`config.mk`:
```
export PLATFORM = sky130hd
export DESIGN_NAME = latency_statistics_accumulator
export DESIGN_NICKNAME = d
export VERILOG_FILES = /design/src/hw/rtl/las_pkg.sv /design/src/hw/rtl/latency_statistics_accumulator.sv /design/src/hw/rtl/las_divider.sv /design/src/hw/rtl/las_ctrl.sv /design/src/hw/rtl/las_datapath.sv
export SDC_FILE = /design/constraint.sdc
export NUM_CORES = 2
export LEC_CHECK = 0
export BUFFER_PORTS_ARGS = -buffer_cell sky130_fd_sc_hd__buf_4
export CAP_MARGIN = 20
export CORE_MARGIN = 4
export CORE_UTILIZATION = 38
export DETAILED_ROUTE_END_ITERATION = 16
export HOLD_SLACK_MARGIN = 0.02
export MAX_ROUTING_LAYER = met4
export PLACE_DENSITY = 0.52
export SYNTH_ARGS = -nofsm -noshare
export SYNTH_HDL_FRONTEND = slang
export SYNTH_SLANG_ARGS = --single-unit
```
`constraint.sdc`:
```
create_clock -name clk -period 26.7 [get_ports clk]
set_clock_uncertainty 0.2 [all_clocks]
set_input_delay 4.005 -clock clk [delete_from_list [all_inputs] [get_ports clk]]
set_output_delay 4.005 -clock clk [all_outputs]
set_load 0.01 [all_outputs]
```
`src/hw/rtl/las_pkg.sv`:
```
`timescale 1ns / 1ps
// ----------------------------------------------------------------------------
// las_pkg
// Types and constants shared by the latency statistics accumulator.
// ----------------------------------------------------------------------------
package las_pkg;

    // Field widths of the stream payloads
    localparam int OUTCOME_BITS   = 2;
    localparam int RTT_FIELD_BITS = 24;
    localparam int CNT_FIELD_BITS = 32;
    localparam int SEQ_BITS       = 32;
    localparam int SKIP_BITS      = 16;
    localparam int LOSS_BITS      = 10;

    // Loss is reported in tenths of a percent
    localparam int LOSS_SCALE     = 1000;

    // Input stream packing
    localparam int IN_DATA_BITS   = 24;
    localparam int IN_USER_BITS   = 8;

    // Output stream packing (bit offsets within tdata)
    localparam int OUT_DATA_BITS  = 264;
    localparam int OUT_PAD_BITS   = 6;
    localparam int OUT_MIN_LSB    = 128;
    localparam int OUT_MAX_LSB    = 152;
    localparam int OUT_LOSS_LSB   = 248;

    // Probe outcome codes
    localparam logic [OUTCOME_BITS-1:0] OUTCOME_SUCCESS = 2'd0;
    localparam logic [OUTCOME_BITS-1:0] OUTCOME_TIMEOUT = 2'd1;
    localparam logic [OUTCOME_BITS-1:0] OUTCOME_ERROR   = 2'd2;

    // Which quotient the shared divider is working on
    typedef enum logic [1:0] {
        DIV_AVG,
        DIV_JIT,
        DIV_LOSS
    } div_sel_t;

    // Controller to datapath commands
    typedef struct packed {
        logic     capture;
        logic     update;
        logic     mult;
        logic     div_start;
        logic     div_store;
        div_sel_t div_sel;
        logic     load_out;
    } las_cmd_t;

    // Datapath to controller status
    typedef struct packed {
        logic div_done;
        logic out_free;
    } las_stat_t;

    // One result item
    typedef struct packed {
        logic [SEQ_BITS-1:0]       sequence_res;
        logic                      skipped;
        logic [CNT_FIELD_BITS-1:0] pings;
        logic [CNT_FIELD_BITS-1:0] successes;
        logic [CNT_FIELD_BITS-1:0] failures;
        logic [RTT_FIELD_BITS-1:0] rtt_min;
        logic [RTT_FIELD_BITS-1:0] rtt_max;
        logic [RTT_FIELD_BITS-1:0] rtt_average;
        logic [RTT_FIELD_BITS-1:0] rtt_range;
        logic [RTT_FIELD_BITS-1:0] jitter;
        logic [LOSS_BITS-1:0]      loss_permille;
    } las_result_t;

endpackage

```
`src/hw/rtl/latency_statistics_accumulator.sv`:
```
// One request is taken at a time; the next is accepted only after the result
// is handed to the output register. Average, jitter and loss share one
// bit-serial divider (one quotient bit per cycle), max(RTT_BITS+COUNT_BITS
// capped at 64, COUNT_BITS+10) bits wide.
// A finished result may wait in the output register while the next is taken.
// Reset: asynchronous, clears all totals and the skip count, no clearing pass.
`timescale 1ns / 1ps
// ----------------------------------------------------------------------------
// latency_statistics_accumulator
// Round-trip time statistics: counts, min/max, mean, jitter and loss.
// ----------------------------------------------------------------------------
module latency_statistics_accumulator
    import las_pkg::*;
#(
    parameter int RTT_BITS   = 24,
    parameter int COUNT_BITS = 32
)
(
    input  logic                     clk,
    input  logic                     rst_n,

    // Configuration: skip_count
    input  logic                     cfg_valid,
    output logic                     cfg_ready,
    input  logic [SKIP_BITS-1:0]     cfg_data,

    // Probe requests
    input  logic                     s_axis_tvalid,
    output logic                     s_axis_tready,
    input  logic [IN_DATA_BITS-1:0]  s_axis_tdata,   // [23:0] rtt_us
    input  logic [IN_USER_BITS-1:0]  s_axis_tuser,   // [1:0] outcome, [7:2] zero

    // Statistics results
    output logic                     m_axis_tvalid,
    input  logic                     m_axis_tready,
    output logic [OUT_DATA_BITS-1:0] m_axis_tdata,   // sequence_res, pings, successes,
                                                     // failures, rtt_min, rtt_max,
                                                     // rtt_average, rtt_range, jitter,
                                                     // loss_permille, zero pad
    output logic                     m_axis_tuser    // skipped
);

    las_cmd_t    cmd;
    las_stat_t   stat;
    las_result_t result;

    // Configuration is always taken; the user must write only while idle, the block does not enforce it
    assign cfg_ready = 1'b1;

    las_ctrl u_ctrl (
        .clk      (clk),
        .rst_n    (rst_n),
        .in_valid (s_axis_tvalid),
        .in_ready (s_axis_tready),
        .stat     (stat),
        .cmd      (cmd)
    );

    las_datapath #(
        .RTT_BITS   (RTT_BITS),
        .COUNT_BITS (COUNT_BITS)
    ) u_dp (
        .clk        (clk),
        .rst_n      (rst_n),
        .cmd        (cmd),
        .stat       (stat),
        .in_outcome (s_axis_tuser[OUTCOME_BITS-1:0]),
        .in_rtt     (s_axis_tdata[RTT_FIELD_BITS-1:0]),
        .cfg_write  (cfg_valid && cfg_ready),
        .cfg_skip   (cfg_data),
        .out_valid  (m_axis_tvalid),
        .out_ready  (m_axis_tready),
        .out_result (result)
    );

    // Pack result, first field in the lowest bits
    assign m_axis_tdata = {{OUT_PAD_BITS{1'b0}},
                           result.loss_permille,
                           result.jitter,
                           result.rtt_range,
                           result.rtt_average,
                           result.rtt_max,
                           result.rtt_min,
                           result.failures,
                           result.successes,
                           result.pings,
                           result.sequence_res};
    assign m_axis_tuser = result.skipped;

endmodule

```
`src/hw/rtl/las_divider.sv`:
```
`timescale 1ns / 1ps
// ----------------------------------------------------------------------------
// las_divider
// Restoring divider, one quotient bit per cycle. Quotient is valid when done
// pulses and holds until the next start.
// ----------------------------------------------------------------------------
module las_divider
#(
    parameter int N = 56,
    parameter int D = 32
)
(
    input  logic         clk,
    input  logic         rst_n,
    input  logic         start,
    input  logic [N-1:0] num,
    input  logic [D-1:0] den,
    output logic [N-1:0] quot,
    output logic         done
);

    localparam int CNT_W = $clog2(N + 1);

    logic             busy_reg;
    logic [CNT_W-1:0] cnt_reg;
    logic             done_reg;
    logic [N-1:0]     num_reg;
    logic [D-1:0]     den_reg;
    logic [D-1:0]     rem_reg;

    logic [D:0]       rem_shift;
    logic [D:0]       rem_diff;
    logic             fits;
    logic             last;

    // Trial subtraction of one step
    assign rem_shift = {rem_reg, num_reg[N-1]};
    assign rem_diff  = rem_shift - (D+1)'(den_reg);
    assign fits      = rem_shift >= (D+1)'(den_reg);
    assign last      = cnt_reg == CNT_W'(1);

    // Control
    always_ff @(posedge clk or negedge rst_n)
    begin
        if (!rst_n)
        begin
            busy_reg <= 1'b0;
            cnt_reg  <= '0;
            done_reg <= 1'b0;
        end
        else
        begin
            done_reg <= busy_reg && last;
            if (start)
            begin
                busy_reg <= 1'b1;
                cnt_reg  <= CNT_W'(N);
            end
            else if (busy_reg)
            begin
                cnt_reg <= cnt_reg - CNT_W'(1);
                if (last)
                begin
                    busy_reg <= 1'b0;
                end
            end
        end
    end

    // Shift register: dividend bits out, quotient bits in
    always_ff @(posedge clk)
    begin
        if (start)
        begin
            num_reg <= num;
            den_reg <= den;
            rem_reg <= '0;
        end
        else if (busy_reg)
        begin
            num_reg <= {num_reg[N-2:0], fits};
            rem_reg <= fits ? rem_diff[D-1:0] : rem_shift[D-1:0];
        end
    end

    assign quot = num_reg;
    assign done = done_reg;

endmodule

```
`src/hw/rtl/las_ctrl.sv`:
```
`timescale 1ns / 1ps
// ----------------------------------------------------------------------------
// las_ctrl
// Sequencer: takes a request, updates the totals, runs the three divisions on
// the shared divider and hands the result to the output register.
// ----------------------------------------------------------------------------
module las_ctrl
    import las_pkg::*;
(
    input  logic      clk,
    input  logic      rst_n,
    input  logic      in_valid,
    output logic      in_ready,
    input  las_stat_t stat,
    output las_cmd_t  cmd
);

    typedef enum logic [2:0] {
        ST_IDLE,
        ST_UPDATE,
        ST_MULT,
        ST_DIV_START,
        ST_DIV_WAIT,
        ST_DONE
    } state_t;

    state_t   state_reg;
    div_sel_t sel_reg;

    // State and division select
    always_ff @(posedge clk or negedge rst_n)
    begin
        if (!rst_n)
        begin
            state_reg <= ST_IDLE;
            sel_reg   <= DIV_AVG;
        end
        else
        begin
            case (state_reg)
                ST_IDLE:
                begin
                    if (in_valid)
                    begin
                        state_reg <= ST_UPDATE;
                        sel_reg   <= DIV_AVG;
                    end
                end
                ST_UPDATE:    state_reg <= ST_MULT;
                ST_MULT:      state_reg <= ST_DIV_START;
                ST_DIV_START: state_reg <= ST_DIV_WAIT;
                ST_DIV_WAIT:
                begin
                    if (stat.div_done)
                    begin
                        case (sel_reg)
                            DIV_AVG:
                            begin
                                sel_reg   <= DIV_JIT;
                                state_reg <= ST_DIV_START;
                            end
                            DIV_JIT:
                            begin
                                sel_reg   <= DIV_LOSS;
                                state_reg <= ST_DIV_START;
                            end
                            default: state_reg <= ST_DONE;
                        endcase
                    end
                end
                ST_DONE:
                begin
                    if (stat.out_free)
                    begin
                        state_reg <= ST_IDLE;
                    end
                end
                default: state_reg <= ST_IDLE;
            endcase
        end
    end

    // Commands decoded from state
    always_comb
    begin
        cmd         = '0;
        cmd.div_sel = sel_reg;
        case (state_reg)
            ST_IDLE:      cmd.capture   = in_valid;
            ST_UPDATE:    cmd.update    = 1'b1;
            ST_MULT:      cmd.mult      = 1'b1;
            ST_DIV_START: cmd.div_start = 1'b1;
            ST_DIV_WAIT:  cmd.div_store = stat.div_done;
            ST_DONE:      cmd.load_out  = stat.out_free;
            default:      cmd.capture   = 1'b0;
        endcase
    end

    assign in_ready = state_reg == ST_IDLE;

endmodule

```
`src/hw/rtl/las_datapath.sv`:
```
`timescale 1ns / 1ps
// ----------------------------------------------------------------------------
// las_datapath
// Running totals, extremes and jitter state, the loss product, the shared
// divider with saturation, and the output register.
// ----------------------------------------------------------------------------
module las_datapath
    import las_pkg::*;
#(
    parameter int RTT_BITS   = 24,
    parameter int COUNT_BITS = 32
)
(
    input  logic                      clk,
    input  logic                      rst_n,
    input  las_cmd_t                  cmd,
    output las_stat_t                 stat,
    input  logic [OUTCOME_BITS-1:0]   in_outcome,
    input  logic [RTT_FIELD_BITS-1:0] in_rtt,
    input  logic                      cfg_write,
    input  logic [SKIP_BITS-1:0]      cfg_skip,
    output logic                      out_valid,
    input  logic                      out_ready,
    output las_result_t               out_result
);

    // Stored times are limited by both the field and the configured width
    localparam int RV_BITS   = (RTT_BITS < RTT_FIELD_BITS) ? RTT_BITS : RTT_FIELD_BITS;
    localparam int SUM_RAW   = RTT_BITS + COUNT_BITS;
    localparam int SUM_BITS  = (SUM_RAW > 64) ? 64 : SUM_RAW;
    localparam int LNUM_BITS = COUNT_BITS + LOSS_BITS;
    localparam int DIV_BITS  = (SUM_BITS > LNUM_BITS) ? SUM_BITS : LNUM_BITS;

    localparam logic [DIV_BITS-1:0] RTT_LIMIT  = DIV_BITS'({RTT_BITS{1'b1}});
    localparam logic [DIV_BITS-1:0] LOSS_LIMIT = DIV_BITS'(LOSS_SCALE);

    // Captured request
    logic [OUTCOME_BITS-1:0]   outcome_reg;
    logic [RV_BITS-1:0]        rtt_reg;

    // Statistics state
    logic [SEQ_BITS-1:0]       seq_reg;
    logic [SKIP_BITS-1:0]      skip_left_reg;
    logic                      skipped_reg;
    logic [COUNT_BITS-1:0]     ping_reg;
    logic [COUNT_BITS-1:0]     succ_reg;
    logic [COUNT_BITS-1:0]     fail_reg;
    logic [COUNT_BITS-1:0]     pairs_reg;
    logic [SUM_BITS-1:0]       sum_reg;
    logic [SUM_BITS-1:0]       jsum_reg;
    logic [RV_BITS-1:0]        min_reg;
    logic [RV_BITS-1:0]        max_reg;
    logic [RV_BITS-1:0]        prev_reg;
    logic                      prev_valid_reg;

    // Derived results
    logic [LNUM_BITS-1:0]      loss_num_reg;
    logic [RTT_FIELD_BITS-1:0] avg_reg;
    logic [RTT_FIELD_BITS-1:0] jit_reg;
    logic [LOSS_BITS-1:0]      loss_reg;

    // Output register
    logic                      out_valid_reg;
    las_result_t               out_reg;

    logic                      is_success;
    logic [RV_BITS-1:0]        rtt_diff;
    logic [DIV_BITS-1:0]       div_num;
    logic [COUNT_BITS-1:0]     div_den;
    logic [DIV_BITS-1:0]       div_quot;
    logic                      div_done;
    logic [DIV_BITS-1:0]       rtt_sat;
    logic [DIV_BITS-1:0]       loss_sat;

    // Success needs a nonzero time; any other code is a failure
    assign is_success = (outcome_reg == OUTCOME_SUCCESS) && (rtt_reg != '0);
    assign rtt_diff   = (prev_reg > rtt_reg) ? (prev_reg - rtt_reg) : (rtt_reg - prev_reg);

    // Capture request
    always_ff @(posedge clk)
    begin
        if (cmd.capture)
        begin
            outcome_reg <= in_outcome;
            rtt_reg     <= in_rtt[RV_BITS-1:0];
        end
    end

    // Statistics update
    always_ff @(posedge clk or negedge rst_n)
    begin
        if (!rst_n)
        begin
            seq_reg        <= '0;
            skip_left_reg  <= '0;
            skipped_reg    <= 1'b0;
            ping_reg       <= '0;
            succ_reg       <= '0;
            fail_reg       <= '0;
            pairs_reg      <= '0;
            sum_reg        <= '0;
            jsum_reg       <= '0;
            min_reg        <= '0;
            max_reg        <= '0;
            prev_reg       <= '0;
            prev_valid_reg <= 1'b0;
        end
        else if (cfg_write)
        begin
            skip_left_reg <= cfg_skip;
        end
        else if (cmd.update)
        begin
            seq_reg <= seq_reg + SEQ_BITS'(1);
            if (skip_left_reg != '0)
            begin
                skip_left_reg <= skip_left_reg - SKIP_BITS'(1);
                skipped_reg   <= 1'b1;
            end
            else
            begin
                skipped_reg <= 1'b0;
                ping_reg    <= ping_reg + COUNT_BITS'(1);
                if (is_success)
                begin
                    succ_reg <= succ_reg + COUNT_BITS'(1);
                    sum_reg  <= sum_reg + SUM_BITS'(rtt_reg);
                    prev_reg <= rtt_reg;
                    if (prev_valid_reg)
                    begin
                        jsum_reg  <= jsum_reg + SUM_BITS'(rtt_diff);
                        pairs_reg <= pairs_reg + COUNT_BITS'(1);
                        if (rtt_reg < min_reg)
                        begin
                            min_reg <= rtt_reg;
                        end
                        if (rtt_reg > max_reg)
                        begin
                            max_reg <= rtt_reg;
                        end
                    end
                    else
                    begin
                        // first success sets both extremes
                        min_reg        <= rtt_reg;
                        max_reg        <= rtt_reg;
                        prev_valid_reg <= 1'b1;
                    end
                end
                else
                begin
                    fail_reg <= fail_reg + COUNT_BITS'(1);
                end
            end
        end
    end

    // Divider operand select
    always_comb
    begin
        case (cmd.div_sel)
            DIV_AVG:
            begin
                div_num = DIV_BITS'(sum_reg);
                div_den = succ_reg;
            end
            DIV_JIT:
            begin
                div_num = DIV_BITS'(jsum_reg);
                div_den = pairs_reg;
            end
            DIV_LOSS:
            begin
                div_num = DIV_BITS'(loss_num_reg);
                div_den = ping_reg;
            end
            default:
            begin
                div_num = '0;
                div_den = '0;
            end
        endcase
    end

    las_divider #(
        .N (DIV_BITS),
        .D (COUNT_BITS)
    ) u_div (
        .clk   (clk),
        .rst_n (rst_n),
        .start (cmd.div_start),
        .num   (div_num),
        .den   (div_den),
        .quot  (div_quot),
        .done  (div_done)
    );

    // Zero divisor gives 0; large quotients clamp
    always_comb
    begin
        if (div_den == '0)
        begin
            rtt_sat  = '0;
            loss_sat = '0;
        end
        else
        begin
            rtt_sat  = (div_quot > RTT_LIMIT) ? RTT_LIMIT : div_quot;
            loss_sat = (div_quot > LOSS_LIMIT) ? LOSS_LIMIT : div_quot;
        end
    end

    // Loss numerator and quotient capture
    always_ff @(posedge clk)
    begin
        if (cmd.mult)
        begin
            loss_num_reg <= LNUM_BITS'(fail_reg) * LNUM_BITS'(LOSS_SCALE);
        end
        if (cmd.div_store)
        begin
            case (cmd.div_sel)
                DIV_AVG:  avg_reg  <= RTT_FIELD_BITS'(rtt_sat);
                DIV_JIT:  jit_reg  <= RTT_FIELD_BITS'(rtt_sat);
                DIV_LOSS: loss_reg <= LOSS_BITS'(loss_sat);
                default:  loss_reg <= loss_reg;
            endcase
        end
    end

    // Output register valid
    always_ff @(posedge clk or negedge rst_n)
    begin
        if (!rst_n)
        begin
            out_valid_reg <= 1'b0;
        end
        else if (cmd.load_out)
        begin
            out_valid_reg <= 1'b1;
        end
        else if (out_ready)
        begin
            out_valid_reg <= 1'b0;
        end
    end

    // Output register payload
    always_ff @(posedge clk)
    begin
        if (cmd.load_out)
        begin
            out_reg.sequence_res  <= seq_reg;
            out_reg.skipped       <= skipped_reg;
            out_reg.pings         <= CNT_FIELD_BITS'(ping_reg);
            out_reg.successes     <= CNT_FIELD_BITS'(succ_reg);
            out_reg.failures      <= CNT_FIELD_BITS'(fail_reg);
            out_reg.rtt_min       <= RTT_FIELD_BITS'(min_reg);
            out_reg.rtt_max       <= RTT_FIELD_BITS'(max_reg);
            out_reg.rtt_average   <= avg_reg;
            out_reg.rtt_range     <= RTT_FIELD_BITS'(max_reg - min_reg);
            out_reg.jitter        <= jit_reg;
            out_reg.loss_permille <= loss_reg;
        end
    end

    assign stat.div_done = div_done;
    assign stat.out_free = !out_valid_reg || out_ready;
    assign out_valid     = out_valid_reg;
    assign out_result    = out_reg;

endmodule

```
==> results.toml <==
[floorplanning]
design.die.area_um2 = 133000
placement_rows = 130
die_width_um = 365
initial_utilization_pct = 38.4
core_area_um2 = 126000
io_pins = 321
die_h_um = 365

[layout]
fin_util_pct = 44.3
syn_to_final_growth_pct = 15.6
layout-drive-gt1-share_pct = 11.9
layout.nets = 5150
fill_cells = 12000
final_common_cell = "edfxtp_1"
final_cell_mix = "edfxtp_1, nand2_1, dfrtp_1, inv_1, buf_4"
n_antenna_cell = 0
largest_reg_flops = 259

[clocking]
cts_resized = 0
numCtsBuffers = 99
htreeDepth = 3
cts_tree = "built"
clock_sink_count = 878
clk_latency_ps = 720
post_cts_buffers = 0
clk_path_buf_depth = 3
hold_buffers = 0
cts_root_buf = "clkbuf_16"
clk_pin_slew_ps = 60

[placed_design]
place.gp.congestion = 0.893
hpwl_um = 92100
place.port_buffers = 307

[worst_hold_path]
hold_path.class = "register to register"

[synth]
synth_compound_area_share_pct = 10.9
muxShareOfSynthArea_pct = 3.49
yosys_warnings = 0
synth_xor_area_share_pct = 6.76
synth.distinct_cells = 94
syn-cell-area_um2 = 48300
async_flop_share_pct = 42.8
synth_edf_count = 470
synth_seq_cells = 878
synthSimpleGateAreaFrac_pct = 12.0
synth_cells = 4391
yosys.area_share.adder_pct = 12.6
synth.avg_cell_area_um2 = 11.0
yosysSeqAreaShare_pct = 50.0
synth_top_family_by_area = "adder cells"
synth_ff_type = "edfxtp_1"

[power]
p_leak_uw = 0.0236
powerDensity_nw_per_um2 = 76.7
ir_worst_vdd_mv = 0.0625
total_power_uw = 4280

[setup_path]
critical_path_arrival_ps = 7330
path_cells = "buf_4 -> nor2b_1 -> nor3_2 -> buf_4 -> buf_4 -> buf_4"
path_delay_family = "buffers and inverters"
start_kind = "input pin"
criticalPathCategory = "input pin to register"
critPathBufInv = 4
worst_path_most_repeated_cell = "buf_4"
critPathMaxFanout = 68
cpPeakStageDelay_ps = 800
slowest_stage = "buf_4"
required_ps = 26830
end_kind = "register"

[detailed_routing]
viasPerCell = 5.15
wl_um = 125000
drc = 0
routedWlPerCell_um = 19.5
postRouteAntennaNets = 0
num_vias = 33100
dr.pass1.iters = 5
dr.first_iter.drc_count = 2135

[sta]
fin_setup_tns_ps = 0
setup_viol_count_final = 0
finalHoldViolations = 0
min_period_over_period_pct = 27.0
slew_headroom_pct = 27.3
grt_setup_unrepaired = "false"
tightest_slew_ps = 1090
slew_viol_final = 0
fmax_mhz = 139
fin_crit_ps = 7210

[outcome]
status = "completed"

[run]
drv_cap = 0

[global_route]
grt-ovfl-total = 0
grt_pass1_vias = 33000
grt_max_degree = 114
track_usage_pct = 19.2
antenna_found_initial = 4
grt_pass1_wl_um = 195000
## synth_stat cells, drive strengths merged (54+ instances only)
cell type  instances  area share (%)
nand3            106             1.1
fa               124             5.1
nor3              83            0.93
nor2             253             2.0
nand4             91             1.2
a21oi            254             2.6
and3              54            0.71
xnor2            244             4.4
ha               289             7.5
xor2             129             2.3
mux2i            154             3.2
inv              375             2.9
a21o              74             1.1
o21ai            269             2.8
dfrtp            376              19
a211oi            55            0.86
clkbuf           111            0.86
nand2            382             3.0
edfxtp           470              29
## worst reg2reg max path, cell delays in order (launching register included)
cell      delay (ps)
edfxtp_1         560
inv_1            250
fa_1             500
a211oi_1         320
o21ai_0          260
nand2_1          180
o21ai_0          120
o21bai_2         670
buf_4            400
mux2_2           400
ha_1             270
a21o_1           180
a21o_1           210
a211o_1          340
a21oi_1          350
o211ai_1         230
nand3_1          210
a311o_1          790
nor4b_1          150
xor2_1           180
## metrics by stage
| step | instance area [µm²] | hold slack [ps] | setup slack, ps | cells |
|---|---|---|---|---|
| after floorplan | 48300 | 200 | 3750 | 4396 |
| after global placement | 52400 | 203 | 18620 | 6233 |
| after detailed placement | 52400 | 205 | 18660 | 6233 |
| after CTS | 55800 | 218 | 19420 | 6421 |
| after global routing | 55800 | 224 | 19150 | 6421 |
| final | 55800 | 216 | 19490 | 6421 |
## power by group
group	leakage (µW)	switching (µW)	internal, µW
sequential	0.00919	118	1640
clock	0.00165	592	835
combinational	0.0128	688	406
total	0.0236	1400	2880
## path summary, 6_finish.rpt
path	slack (ps)	to	depth (start not counted)	startpoint
setup / recovery	19490	u_dp.out_result[126]$_DFFE_PP_	6	m_axis_tready
hold / removal	220	u_dp.out_result[26]$_DFFE_PP_	0	u_dp.jit_reg[16]$_DFFE_PP_
setup reg to reg	19760	u_dp.jsum_reg[55]$_DFFE_PN0P_	19	u_dp.rtt_reg[1]$_DFFE_PP_
hold reg to reg	220	u_dp.out_result[26]$_DFFE_PP_	0	u_dp.jit_reg[16]$_DFFE_PP_
max in group asynchronous	20780	u_dp.jsum_reg[55]$_DFFE_PN0P_	3	rst_n
min in group asynchronous	3180	u_dp.succ_reg[26]$_DFFE_PN0P_	1	rst_n
## per-layer routing
metal | vias to the layer above | share of wire, % | GRT usage, %
met5 | - | 0 | -
met1 | 16200 | 46 | 25.7
met2 | 587 | 48 | 31.5
met3 | 170 | 3.6 | 2.10
met4 | 0 | 2.0 | 4.65
li1 | 16100 | - | -
## final cells by class
cell class / count / area [µm²] / share of cell area (%)
Clock buffer: 130 / 2660 / 4.76
Clock inverter: 58 / 764 / 1.37
Inverter: 375 / 1410 / 2.52
Multi-Input combinational cell: 2993 / 22200 / 39.8
Sequential cell: 878 / 24200 / 43.3
Tap cell: 1650 / 2060 / 3.70
Timing Repair Buffer: 337 / 2550 / 4.57
## logic make-up after synthesis
kind of cell / Yosys count
compound gates: 862
xor+xnor: 373
fa+ha+maj: 413
buf+inv: 525
flops: 878
mux: 167
other cells: 2
simple gates: 1171
Power figures use the tool's default switching activity.
